**config.mk**
```make
export PLATFORM = sky130hd
export DESIGN_NAME = circular_deque
export DESIGN_NICKNAME = d
export VERILOG_FILES = /design/src/hw/rtl/cdq_pkg.sv /design/src/hw/rtl/cdq_cell.sv /design/src/hw/rtl/circular_deque.sv
export SDC_FILE = /design/constraint.sdc
export NUM_CORES = 1
export LEC_CHECK = 0
export ABC_AREA = 1
export ABC_CLOCK_PERIOD_IN_PS = 3280
export BUFFER_PORTS_ARGS = -buffer_cell sky130_fd_sc_hd__clkbuf_2
export CAP_MARGIN = 25
export CELL_PAD_IN_SITES_DETAIL_PLACEMENT = 1
export CELL_PAD_IN_SITES_GLOBAL_PLACEMENT = 2
export CORE_UTILIZATION = 36
export DETAILED_ROUTE_END_ITERATION = 10
export PLACE_DENSITY_LB_ADDON = 0.1
export SKIP_LAST_GASP = 1
export SYNTH_ARGS = -nofsm -noshare
export SYNTH_HDL_FRONTEND = slang
export SYNTH_SLANG_ARGS = --single-unit
```
**constraint.sdc**
```tcl
create_clock -name i_clk -period 3.28 [get_ports i_clk]
set_input_delay 0.164 -clock i_clk [delete_from_list [all_inputs] [get_ports i_clk]]
set_output_delay 0.164 -clock i_clk [all_outputs]
set_load 0.02 [all_outputs]
```
**src/hw/rtl/cdq_pkg.sv**
```systemverilog
package cdq_pkg;

    localparam int DEPTH = 16;
    localparam int CNT_W = $clog2(DEPTH + 1);

    typedef logic signed [31:0] t_word;

    typedef enum logic [1:0] {
        MODE_PUSH_FRONT = 2'd0,
        MODE_POP_FRONT  = 2'd1,
        MODE_PUSH_REAR  = 2'd2,
        MODE_POP_REAR   = 2'd3
    } t_mode;

    typedef enum logic [1:0] {
        ST_OK    = 2'd0,
        ST_FULL  = 2'd1,
        ST_EMPTY = 2'd2
    } t_status;

    typedef enum logic [1:0] {
        CELL_HOLD,
        CELL_SHIFT_RIGHT,
        CELL_SHIFT_LEFT,
        CELL_LOAD_TAIL
    } t_cell_op;

    typedef struct packed {
        t_cell_op op;
        t_word    push_word;
    } t_cell_ctrl;

    typedef struct packed {
        t_mode mode;
        t_word push_value;
    } t_in;

    typedef struct packed {
        t_word            pop_value;
        t_status          status;
        logic [CNT_W-1:0] occupancy;
    } t_out;

endpackage

```
**src/hw/rtl/cdq_cell.sv**
```systemverilog
module cdq_cell
    import cdq_pkg::*;
(
    input  logic       i_clk,
    input  t_cell_ctrl i_ctrl,
    input  t_word      i_left,
    input  t_word      i_right,
    input  logic       i_tail,
    output t_word      o_data
);

    t_word r_data;
    t_word n_data;

    always_comb begin
        n_data = r_data;
        case (i_ctrl.op)
            CELL_HOLD:        n_data = r_data;
            CELL_SHIFT_RIGHT: n_data = i_left;
            CELL_SHIFT_LEFT:  n_data = i_right;
            CELL_LOAD_TAIL:   n_data = i_tail ? i_ctrl.push_word : r_data;
            default:          n_data = r_data;
        endcase
    end

    always_ff @(posedge i_clk) begin
        r_data <= n_data;
    end

    assign o_data = r_data;

endmodule

```
**src/hw/rtl/circular_deque.sv**
```systemverilog
// Double-ended queue of DEPTH signed 32-bit words held as a row of cells in
// logical order, front in cell 0. A push at the front shifts the row toward
// the rear, a pop at the front shifts it toward the front, a rear push loads
// only the cell at the fill count, and a rear pop reads the cell just below it.
// One operation is taken every cycle; its result beat (popped word, status,
// new count) appears in the output register on the next cycle and the input
// stalls only during reset and while that register is full and stalled
// downstream. A push when full or a pop when empty leaves the contents
// unchanged. No clearing pass after reset.
module circular_deque
    import cdq_pkg::*;
(
    input  logic i_clk,
    input  logic i_rst_n,
    input  logic i_in_valid,
    output logic o_in_stall,
    input  t_in  i_in,
    output logic o_out_valid,
    input  logic i_out_stall,
    output t_out o_out
);

    logic [CNT_W-1:0] r_cnt;
    logic [CNT_W-1:0] n_cnt;
    logic             r_out_valid;
    t_out             r_out;
    t_out             n_out;
    t_cell_ctrl       cell_ctrl;
    t_word            cell_data [DEPTH];
    t_word            rear_word;
    logic             accept;
    logic             full;
    logic             empty;

    assign o_in_stall = !i_rst_n || (r_out_valid && i_out_stall);
    assign accept     = i_in_valid && !o_in_stall;
    assign full       = (r_cnt == CNT_W'(DEPTH));
    assign empty      = (r_cnt == '0);

    for (genvar g = 0; g < DEPTH; g++) begin : g_cell
        t_word left_w;
        t_word right_w;

        if (g == 0) begin : g_first
            assign left_w = i_in.push_value;
        end else begin : g_mid_l
            assign left_w = cell_data[g-1];
        end

        if (g == DEPTH - 1) begin : g_last
            assign right_w = cell_data[g];
        end else begin : g_mid_r
            assign right_w = cell_data[g+1];
        end

        cdq_cell u_cell (
            .i_clk   (i_clk),
            .i_ctrl  (cell_ctrl),
            .i_left  (left_w),
            .i_right (right_w),
            .i_tail  (r_cnt == CNT_W'(g)),
            .o_data  (cell_data[g])
        );
    end

    // rear word sits in the cell just below the count
    always_comb begin
        rear_word = '0;
        for (int i = 0; i < DEPTH; i++) begin
            if (r_cnt == CNT_W'(i + 1)) begin
                rear_word = rear_word | cell_data[i];
            end
        end
    end

    always_comb begin
        cell_ctrl.op        = CELL_HOLD;
        cell_ctrl.push_word = i_in.push_value;
        n_cnt               = r_cnt;
        n_out.pop_value     = '0;
        n_out.status        = ST_OK;
        case (i_in.mode)
            MODE_PUSH_FRONT: begin
                if (full) begin
                    n_out.status = ST_FULL;
                end else begin
                    cell_ctrl.op = CELL_SHIFT_RIGHT;
                    n_cnt        = r_cnt + 1'b1;
                end
            end
            MODE_PUSH_REAR: begin
                if (full) begin
                    n_out.status = ST_FULL;
                end else begin
                    cell_ctrl.op = CELL_LOAD_TAIL;
                    n_cnt        = r_cnt + 1'b1;
                end
            end
            MODE_POP_FRONT: begin
                if (empty) begin
                    n_out.status = ST_EMPTY;
                end else begin
                    cell_ctrl.op    = CELL_SHIFT_LEFT;
                    n_out.pop_value = cell_data[0];
                    n_cnt           = r_cnt - 1'b1;
                end
            end
            MODE_POP_REAR: begin
                if (empty) begin
                    n_out.status = ST_EMPTY;
                end else begin
                    n_out.pop_value = rear_word;
                    n_cnt           = r_cnt - 1'b1;
                end
            end
            default: begin
                n_out.status = ST_OK;
            end
        endcase
        n_out.occupancy = n_cnt;
        if (!accept) begin
            cell_ctrl.op = CELL_HOLD;
            n_cnt        = r_cnt;
        end
    end

    always_ff @(posedge i_clk) begin
        if (!i_rst_n) begin
            r_cnt       <= '0;
            r_out_valid <= 1'b0;
        end else begin
            r_cnt <= n_cnt;
            if (accept) begin
                r_out_valid <= 1'b1;
            end else if (!i_out_stall) begin
                r_out_valid <= 1'b0;
            end
        end
    end

    always_ff @(posedge i_clk) begin
        if (accept) begin
            r_out <= n_out;
        end
    end

    assign o_out_valid = r_out_valid;
    assign o_out       = r_out;

endmodule
```
Word-level counts from Yosys, hierarchy flattened
Index checks and enable logic that the tools add are counted.
- $add $sub $neg: 2
- eq/ne operators: 39
- multiplexer cells: 64
- bitwise gates (word level): 17
- reduce and logical (&&, ||, !) cells: 27
- operators with widths (operator ; number):
    case mux 32 bit (3 select lines) ; 15
    2-to-1 mux 32 bit ; 34
    bitwise OR 32 bit ; 15
    case mux 32 bit (2 select lines) ; 2
    equality test 5 x 4 -> 1 bit (second input constant) ; 8
    != test 2 x 1 -> 1 bit (second input constant) ; 17
    AND reduction 2 bit ; 16
    equality test 5 x 3 -> 1 bit (second input constant) ; 4
    equality test 5 x 2 -> 1 bit (second input constant) ; 2
    2-to-1 mux 5 bit ; 2
    case mux 5 bit (2 select lines) ; 1
    equality test 2 bit (second input constant) ; 4
    2-to-1 mux 2 bit ; 4
    case mux 2 bit (3 select lines) ; 1
    OR reduction 2 bit ; 3
    adder 5 x 1 -> 5 bit (second input constant) ; 1
    equality test 5 x 1 -> 1 bit (second input constant) ; 1
    equality test 5 bit (second input constant) ; 1
    zero test 5 bit ; 1
    subtractor 5 x 1 -> 5 bit (second input constant) ; 1
    equality test 2 x 1 -> 1 bit (second input constant) ; 2
    zero test 2 bit ; 2
    2-to-1 mux 1 bit ; 4
    case mux 2 bit (2 select lines) ; 1
    4 further kinds ; 7
- flip-flop bits (word level): 557
- input bits: 38
- output and inout bits: 41

Logic depth before layout (Yosys ltp)
Gate-level depths: netlist of run 1.
- depth in word-level cells: 34
- mapped depth: 12
- mapped depth without buffers: 11

By module
A second synthesis of run 1 with hierarchy kept.
- cell total of the unflattened synthesis: 4239
- area total of the unflattened synthesis: 40452.5 sq um
- by module, submodules not included (module ; times used ; cells an instance ; area each (sq um) ; seq. area each (sq um)):
    cdq_cell ; 16 ; 184 ; 2113.3 ; 960.9
    circular_deque ; 1 ; 1295 ; 6640.1 ; 1291.2

Worst setup path after synthesis of run 1
No wires, ideal clock.
- path type: flip-flop to flip-flop
- from: reg r_out_valid (netlist: o_out_valid)
- to: reg g_cell[15].u_cell.r_data[0] (enable)
- setup time: 0.421 ns
- data arrival time: 2.815 ns
- data required time: 2.859 ns
- slack: 0.044 ns
- cell stages (with the launch flop): 10
- period minus slack after synthesis: 3.236 ns
- path through: dfxtp_1 nand2_1 nand2_2 nor2_8 nand3_2 nor2_4 inv_1 clkbuf_1 nor2_1 nor2_1
- word-level cells in the longest chain between the ends: 9
- elaborated cells between the ends (all ways): 12
- those cells by class: eq/ne: 3; mux: 1; bitwise: 1; reduce/logical: 7
- RTL lines (element ; line ; RTL):
    start: declaration ; circular_deque.sv:25 ; logic r_out_valid;
    start signal: assignment ; circular_deque.sv:130 ; r_out_valid <= 1'b0;
    start signal: assignment ; circular_deque.sv:134 ; r_out_valid <= 1'b1;
    start signal: assignment ; circular_deque.sv:136 ; r_out_valid <= 1'b0;
    logical AND 1 bit (*) ; circular_deque.sv:35 ; assign o_in_stall = !i_rst_n || (r_out_valid && i_out_stall);
    logical OR 1 bit (*) ; circular_deque.sv:35 ;
    via o_in_stall ; circular_deque.sv:16 ; output logic o_in_stall,
    zero test 1 bit (*) ; circular_deque.sv:36 ; assign accept = i_in_valid && !o_in_stall;
    logical AND 1 bit (*) ; circular_deque.sv:36 ;
    via accept ; circular_deque.sv:31 ; logic accept;
    2-to-1 mux 2 bit (*) ; circular_deque.sv:121 ; if (!accept) begin
    equality test 2 bit or zero test 2 bit (tied branches) ; cdq_cell.sv:17 ; case (i_ctrl.op)
    OR reduction 2 bit (no source line) ; - ;
    inverter 1 bit (no source line) ; - ;
    AND reduction 2 bit (no source line) (*) ; - ;
    end signal: assignment ; cdq_cell.sv:27 ; r_data <= n_data;
    end: declaration ; cdq_cell.sv:12 ; t_word r_data;
The timed path passes the listed nets; every way through them passes the cells marked *.
A chain may end at the register's enable or synchronous reset.

Final worst setup path of run 1
- from: reg r_cnt[0]
- to: reg g_cell[3].u_cell.r_data[31] (data pin)
- word-level cells in the longest chain between the ends: 6
- elaborated cells between the ends (all ways): 11
- those cells by class: eq/ne: 4; mux: 6; reduce/logical: 1
- RTL lines (element ; line ; RTL):
    start: declaration ; circular_deque.sv:23 ; logic [CNT_W-1:0] r_cnt;
    start signal: assignment ; circular_deque.sv:132 ; r_cnt <= n_cnt;
    equality test 5 bit or zero test 5 bit (tied branches) ; circular_deque.sv:37, circular_deque.sv:38 ;
    2-to-1 mux 2 bit, or another cell as far along ; circular_deque.sv:92 ; if (full) begin
    case mux 2 bit (3 select lines) (*) ; circular_deque.sv:82 ; case (i_in.mode)
    2-to-1 mux 2 bit (*) ; circular_deque.sv:121 ;
    equality test 2 bit or equality test 2 x 1 -> 1 bit (tied branches) ; cdq_cell.sv:17 ;
    case mux 32 bit (3 select lines) (*) ; cdq_cell.sv:17 ;
    via g_cell[3].u_cell.n_data[31] ; cdq_cell.sv:13 ; t_word n_data;
    end signal: assignment ; cdq_cell.sv:27 ;
    end: declaration ; cdq_cell.sv:12 ;
Marked as above.

==> impl_metrics.py, run 1 <==
metrics = {
    "cts": {
        "clkSinkCount": 557,
        "clk_latency_ns": 0.62,
        "htree_levels": 3,
        "cts_root_buf": "clkbuf_16",
        "cts_buffers": 70,
        "cts_tree": "built",
        "cts.clk_slew.worst_paths_ns": 0.06,
        "clock_path_buffers": 3,
        "postCtsSetupBuffers": 0,
    },
    "sta": {
        "whs_ns": 0.02374,
        "clock_skew_ns": 0.02334,
        "setup_viol": 0,
        "max_slew_margin_pct": 49.06,
        "drv_slew": 0,
        "fin_tns_setup_ns": 0,
        "fin_crit_ns": 3.043,
        "rsz0062_at_grt": "no",
        "period_share_pct": 92.78,
        "tightest_slew_ns": 0.7624,
        "hold_viol_final": 0,
        "clock.fmax_ghz": 0.3286,
    },
    "status": {
        "violations": "design-rule violations",
        "outcome": "complete, but fails checks",
    },
    "yosys": {
        "synth.area.top_cells": "edfxtp_1 (56%), nand2_1 (20%), nand3_1 (13%), buf_2 (2.4%), nor2_1 (1.9%)",
        "yosysUniqueCellTypes": 27,
        "ys_warn_count": 0,
        "synth-edff-count": 551,
        "ys_top_cells_by_count": "nand2_1 (1581), nand3_1 (775), edfxtp_1 (551)",
        "syn_inst": 3463,
        "seq_area_frac_synth_pct": 56.44,
        "synth-main-ff-cell": "edfxtp_1",
        "synth_seq_cells": 557,
        "synth_top_area_share_pct": 56.04,
        "synth-async-reset-ratio_pct": 0,
        "syn_nets": 3507,
        "yosysMostFrequentCell": "nand2_1",
        "mappedNetlistArea_um2": 29530,
        "syn_area_per_cell_um2": 8.526,
        "yosys.area.top_type": "edfxtp_1",
    },
    "floorplan": {
        "coreArea_um2": 80810,
        "io_pins": 79,
        "placementRows": 104,
        "fp.dieH_um": 288.4,
        "die-area_um2": 83170,
        "start_util_pct": 36.54,
        "die_w_um": 288.4,
    },
    "route": {
        "ant_nets": 0,
        "dr.pass1.iters": 8,
        "drt_iter0_drc": 2183,
        "via_per_inst": 5.563,
        "routed_wire_length_per_instance_um": 24.91,
        "via_count": 25720,
        "wl_um": 115200,
        "route.detailed.drc": 7,
    },
    "power": {
        "switching_power_mw": 6.210,
        "combPwrFrac_pct": 18.7,
        "clkPwrFrac_pct": 37.2,
        "power.density_nw_per_um2": 584.9,
        "p_leak_nw": 14.76,
        "p_seq_share_pct": 44.1,
        "p_sw_share_pct": 31.33,
        "p_int_mw": 13.61,
        "design_power_total_mw": 19.82,
        "irDropWorstVdd_mv": 0.5463,
    },
    "worst_setup_path": {
        "critical-path-top-delay-family": "simple AND/OR/NAND/NOR gates",
        "critical_path_buf_inv_count": 3,
        "crit_type": "reg2reg",
        "cp_max_fo": 39,
        "slowest_stage": "nand2_1",
        "crit_top_cell": "nand2_1",
        "crit_chain": "inv_1, ha_1, nand2_1, inv_2, nand2_1, nand3_2, nor2_4, buf_12, nand2_1, nand3_1",
        "r2r_setup_slack_ns": 0.24,
        "worstPathArrival_ns": 3.46,
        "critPathCaptureType": "register",
        "cpPeakStageDelay_ns": 0.53,
        "crit_required_ns": 3.70,
        "startpoint_type": "register",
    },
    "min_path": {
        "hp-class": "in2reg",
    },
    "grt": {
        "antenna_found_initial": 1,
        "grt_overflow": 0,
        "grt_max_degree": 135,
        "grt_pass1_vias": 25950,
        "grt_util_all_layers_pct": 27.56,
        "grt_first_pass_wirelength_um": 169100,
    },
    "place": {
        "routabilityCongestion": 0.8250,
        "dp_hpwl_um": 68180,
        "placed_cells": 4466,
        "post_dp_cell_area_um2": 31430,
        "io_buffer_count": 78,
    },
    "cells_and_area": {
        "diodes": 0,
        "layout.nets": 3559,
        "drive_gt1_share_pct": 10.10,
        "area_delta_synth_final_pct": 14.75,
        "final_cells": 4623,
        "finalInstanceArea_um2": 33880,
    },
    "flow_run": {
        "cap_violations": 0,
    },
}
power by group through the flow:
stage / logic [mW] / registers [mW] / clock network, mW
floorplan: 1.99 / 8.80 / 0
global placement: 3.57 / 8.86 / 0
detailed placement: 3.63 / 8.87 / 0
CTS: 3.68 / 8.73 / 7.53
global route: 3.97 / 8.78 / 7.75
finish: 3.71 / 8.74 / 7.38
through the flow:
| stage | utilization [%] | setup WS [ns] |
|---|---|---|
| 6_report | 41.93 | 0.2367 |
| 5_1_grt | 41.93 | 0.1490 |
| 4_1_cts | 41.93 | 0.3253 |
| 3_5_place_dp | 38.89 | 0.3314 |
| 3_3_place_gp | 38.89 | 0.3913 |
| 2_1_floorplan | - | 0.04435 |
layer usage:
layer  share of wire, %  global-route usage [%]  up-vias
li1                   -                       -    11740
met1                 45                   38.92    12960
met2                 46                   43.81      831
met3                5.8                   3.878      185
met4                3.0                   8.307        0
met5                  0                       0        -
worst min-delay path, delay by kind of cell:
| kind | cells | cell delay, ns |
|---|---|---|
| AND/OR/NAND/NOR | 3 | 0.20 |
| buffers and inverters | 2 | 0.23 |
sequential cells by signal, indices dropped and copies added (netlist names):
register,flops
g_cell.u_cell.o_data,512
o_out,39
r_cnt,5
o_out_valid,1
repair_timing:
action,in CTS,in global routing
gates resized for setup,0,0
hold buffers,37,0
endpoints found under the hold margin,125,0
final timing paths:
kind | from | end | depth (start not counted)
min | i_in_valid | r_cnt[0]$_SDFFE_PN0P_ | 5
max | r_cnt[0]$_SDFFE_PN0P_ | g_cell[3].u_cell.o_data[31]$_DFFE_PP_ | 10
min reg2reg | r_cnt[1]$_SDFFE_PN0P_ | r_cnt[1]$_SDFFE_PN0P_ | 2
max reg2reg | r_cnt[0]$_SDFFE_PN0P_ | g_cell[3].u_cell.o_data[31]$_DFFE_PP_ | 10
cells by family (layout without fill, tap and decap cells):
logic type | count (synthesis) | after routing | synth area share (%)
and+or+nand+nor | 2534 | 2534 | 36.21
DFF | 557 | 557 | 56.44
buffers and inverters | 271 | 371 | 4.733
AOI/OAI and AO/OA | 59 | 59 | 1.021
muxes | 32 | 32 | 1.220
adders and majority gates | 6 | 6 | 0.2542
xor gates and xnor gates | 4 | 4 | 0.1187
area by class of cell:
cell class              instances  area (um2)
fillers                      9444       46920
flip-flops and latches        557       16670
multi-input cells            2635       11560
repair buffers                218        2122
clock buffers                  90        1891
well taps                    1060        1326
clock inverters                30       196.4
inverters                      33       123.9
placed cells by master, fill, tap and decap left out, types with 37 or more instances in the layout:
cell type      count
clkbuf_2          78
nor2_1           138
o21ai_0           52
buf_4             56
nand3_1          775
nand2_1         1581
clkbuf_16         73
dlygate4sd3_1     37
edfxtp_1         551
buf_12            47
Power figures use the tool's default switching activity.
==> run 2: changes to the inputs <==
--- a/config.mk
+++ b/config.mk
@@ -6,15 +6,16 @@
 export NUM_CORES = 1
 export LEC_CHECK = 0
 export ABC_AREA = 1
-export ABC_CLOCK_PERIOD_IN_PS = 3280
+export ABC_CLOCK_PERIOD_IN_PS = 2900
 export BUFFER_PORTS_ARGS = -buffer_cell sky130_fd_sc_hd__clkbuf_2
 export CAP_MARGIN = 25
 export CELL_PAD_IN_SITES_DETAIL_PLACEMENT = 1
 export CELL_PAD_IN_SITES_GLOBAL_PLACEMENT = 2
-export CORE_UTILIZATION = 36
+export CORE_UTILIZATION = 42
 export DETAILED_ROUTE_END_ITERATION = 10
 export PLACE_DENSITY_LB_ADDON = 0.1
 export SKIP_LAST_GASP = 1
 export SYNTH_ARGS = -nofsm -noshare
 export SYNTH_HDL_FRONTEND = slang
+export SYNTH_HIERARCHICAL = 1
 export SYNTH_SLANG_ARGS = --single-unit
==> constraint.sdc (replaced) <==
create_clock -name i_clk -period 2.9 [get_ports i_clk]
set_input_delay 0.145 -clock i_clk [delete_from_list [all_inputs] [get_ports i_clk]]
set_output_delay 0.145 -clock i_clk [all_outputs]
set_load 0.02 [all_outputs]
==> run 2 against run 1 <==
Net effect:
- the flow now finishes without violations
- total power grew 24%
- final cell count grew 20%
- clock skew grew 0.0048 ns
- synthesized cell count grew 22%
- critical endpoint is now g_cell[3].u_cell/o_data[21]$_DFFE_PP_
- largest cell class is now multi-input combinational cells
==> impl_metrics.py, run 2 <==
metrics = {
    "floorplan": {
        "start_util_pct": 42.51,
        "coreArea_um2": 95150,
        "die_w_um": 312.3,
        "io_pins": 79,
        "placementRows": 113,
        "die-area_um2": 97560,
        "fp.dieH_um": 312.3,
    },
    "cells_and_area": {
        "final_cell_mix": "nand2_1 (1162), nand3_2 (1136), nand3_1 (727)",
        "seq_area_um2": 16670,
        "final_common_cell": "nand2_1",
        "drive_gt1_share_pct": 36.95,
        "nFillCells": 10720,
        "finalInstanceArea_um2": 44490,
        "area_delta_synth_final_pct": 9.987,
        "layout.nets": 4283,
        "largest_register_ffs": 512,
        "multi_input_comb_area_um2": 20760,
    },
    "worst_setup_path": {
        "critical-path-top-delay-family": "buffers and inverters",
        "crit_type": "reg2reg",
        "crit_top_cell": "nand2_1",
        "cpPeakStageDelay_ns": 0.40,
        "crit_chain": "inv_1, ha_1, nand2_1, inv_2, nand2_1, nand2_1, nor2_4, buf_4, buf_12, inv_4, nand2_1, nand2_8, buf_12",
        "critical_path_buf_inv_count": 6,
        "startpoint_type": "register",
        "slowest_stage": "dfxtp_1",
        "critPathCaptureType": "register",
        "cp_max_fo": 48,
        "worstPathArrival_ns": 3.19,
        "crit_required_ns": 3.31,
    },
    "grt": {
        "grt_pass1_vias": 34360,
        "grt_overflow": 0,
        "antenna_found_initial": 11,
        "grt_util_all_layers_pct": 35.31,
        "grt_max_degree": 95,
        "grt_first_pass_wirelength_um": 249900,
    },
    "yosys": {
        "yosysUniqueCellTypes": 28,
        "ys_warn_count": 6,
        "syn_nets": 4283,
        "syn_inst": 4239,
        "yosys.area.top_type": "edfxtp_1",
        "ys_top_cells_by_count": "nand2_1 (1178), nand3_2 (1136), nand3_1 (727)",
        "mappedNetlistArea_um2": 40450,
        "syn_area_per_cell_um2": 9.543,
        "synth-edff-count": 551,
        "seq_area_frac_synth_pct": 41.20,
        "yosysMostFrequentCell": "nand2_1",
        "synth-main-ff-cell": "edfxtp_1",
        "synth_seq_cells": 557,
        "synth.area.top_cells": "edfxtp_1 (41%), nand3_2 (28%), nand2_1 (11%), nand3_1 (9.0%), buf_12 (3.2%)",
        "synth_top_area_share_pct": 40.90,
        "synth-async-reset-ratio_pct": 0,
    },
    "place": {
        "post_dp_cell_area_um2": 42290,
        "io_buffer_count": 78,
        "routabilityCongestion": 0.8693,
        "dp_hpwl_um": 110800,
    },
    "sta": {
        "drv_slew": 0,
        "tightest_slew_ns": 0.9953,
        "rsz0062_at_grt": "yes",
        "setup_viol": 0,
        "clock_skew_ns": 0.02812,
        "fin_tns_setup_ns": 0,
        "period_share_pct": 96.17,
        "max_slew_margin_pct": 33.49,
        "fin_crit_ns": 2.789,
        "hold_viol_final": 0,
        "clock.fmax_ghz": 0.3586,
    },
    "cts": {
        "clock_path_buffers": 3,
        "cts_buffers": 72,
        "clk_latency_ns": 0.67,
        "cts_root_buf": "clkbuf_16",
        "clkSinkCount": 557,
        "cts_tree": "built",
        "cts.clk_slew.worst_paths_ns": 0.06,
        "htree_levels": 3,
    },
    "route": {
        "dr_wl_met3_um": 13790,
        "routed_wire_length_per_instance_um": 31.40,
        "via_count": 34490,
        "drt_iter0_drc": 4010,
        "wl_um": 174300,
        "ant_nets": 0,
        "met1Wirelength_um": 75590,
        "wl_met2_um": 79080,
        "dr.pass1.iters": 6,
        "route.detailed.drc": 0,
        "via_per_inst": 6.212,
        "top_layer": "met5",
    },
    "min_path": {
        "hp-class": "in2reg",
    },
    "power": {
        "irDropWorstVdd_mv": 0.4655,
        "p_leak_nw": 17.65,
        "power.density_nw_per_um2": 551.0,
    },
    "status": {
        "outcome": "finished clean",
    },
    "flow_run": {
        "cap_violations": 0,
    },
}
run 2: kinds of logic after synthesis:
logic type | synth area share (%)
XOR/XNOR | 0.1299
buffers and inverters | 8.416
AND/OR/NAND/NOR | 49.53
adder cells (fa/ha/maj) | 0.1856
flip-flops | 41.20
AO/OA/AOI/OAI | 0.5413
run 2: path summary, 6_finish.rpt:
kind | startpoint | end | slack (ns) | depth (start not counted)
min reg2reg | g_cell[0].u_cell/o_data[22]$_DFFE_PP_ | o_out[29]$_DFFE_PP_ | 0.58 | 2
max reg2reg | r_cnt[1]$_SDFFE_PN0P_ | g_cell[3].u_cell/o_data[21]$_DFFE_PP_ | 0.11 | 13
max | r_cnt[1]$_SDFFE_PN0P_ | g_cell[3].u_cell/o_data[21]$_DFFE_PP_ | 0.11 | 13
min | i_in_valid | r_cnt[0]$_SDFFE_PN0P_ | 0.09 | 6
run 2: where the power goes:
group | total, mW | internal, mW | switching, mW | leakage, nW
clock network | 8.65 | 4.81 | 3.84 | 1.04
logic | 5.50 | 1.55 | 3.95 | 11.5
registers | 10.4 | 9.74 | 0.622 | 5.16
total | 24.5 | 16.1 | 8.42 | 17.7
run 2: metal layers:
layer | vias to the layer above | global-route usage [%]
li1 | 14880 | -
met1 | 17750 | 50.43
met2 | 1553 | 55.26
met3 | 301 | 4.725
met4 | 8 | 11.03
met5 | - | 0
run 2: cell type report:
type | instances | share of cell area [%]
multi-input combinational | 3251 | 46.66
clock inverter | 25 | 0.4753
inverter | 65 | 0.6412
timing repair buffer | 292 | 6.895
antenna | 5 | 0.02812
tap | 1265 | 3.557
sequential | 557 | 37.46
clock buffer | 92 | 4.289
run 2: stage by stage:
stage                     instances  hold slack (ns)  power, mW  utilization, %  setup slack, ns
final                          5552          0.09056      24.51           46.76           0.1112
after global routing           5549           0.1293      25.14           46.75         -0.02865
after CTS                      5545          0.06149      24.52           46.72           0.1255
after detailed placement       5423           0.4151      15.88           44.44           0.1391
after global placement         5422           0.4135      15.79           44.42           0.1110
after floorplan                4239           0.2833      13.62               -        -0.005721
run 2: worst register-to-register path, cell delays in order, from the launching register on:
cell,delay (ns)
dfxtp_1,0.40
inv_1,0.08
ha_1,0.22
nand2_1,0.10
inv_2,0.04
nand2_1,0.09
nand2_1,0.12
nor2_4,0.14
buf_4,0.18
buf_12,0.29
inv_4,0.25
nand2_1,0.22
nand2_8,0.18
buf_12,0.23
run 2: timing repair:
item                       in CTS  in global routing
hold buffers                    5                  0
resized for setup               0                  2
hold endpoints to repair       10                  0
buffers inserted                0                  2
setup endpoints to repair       0                 36
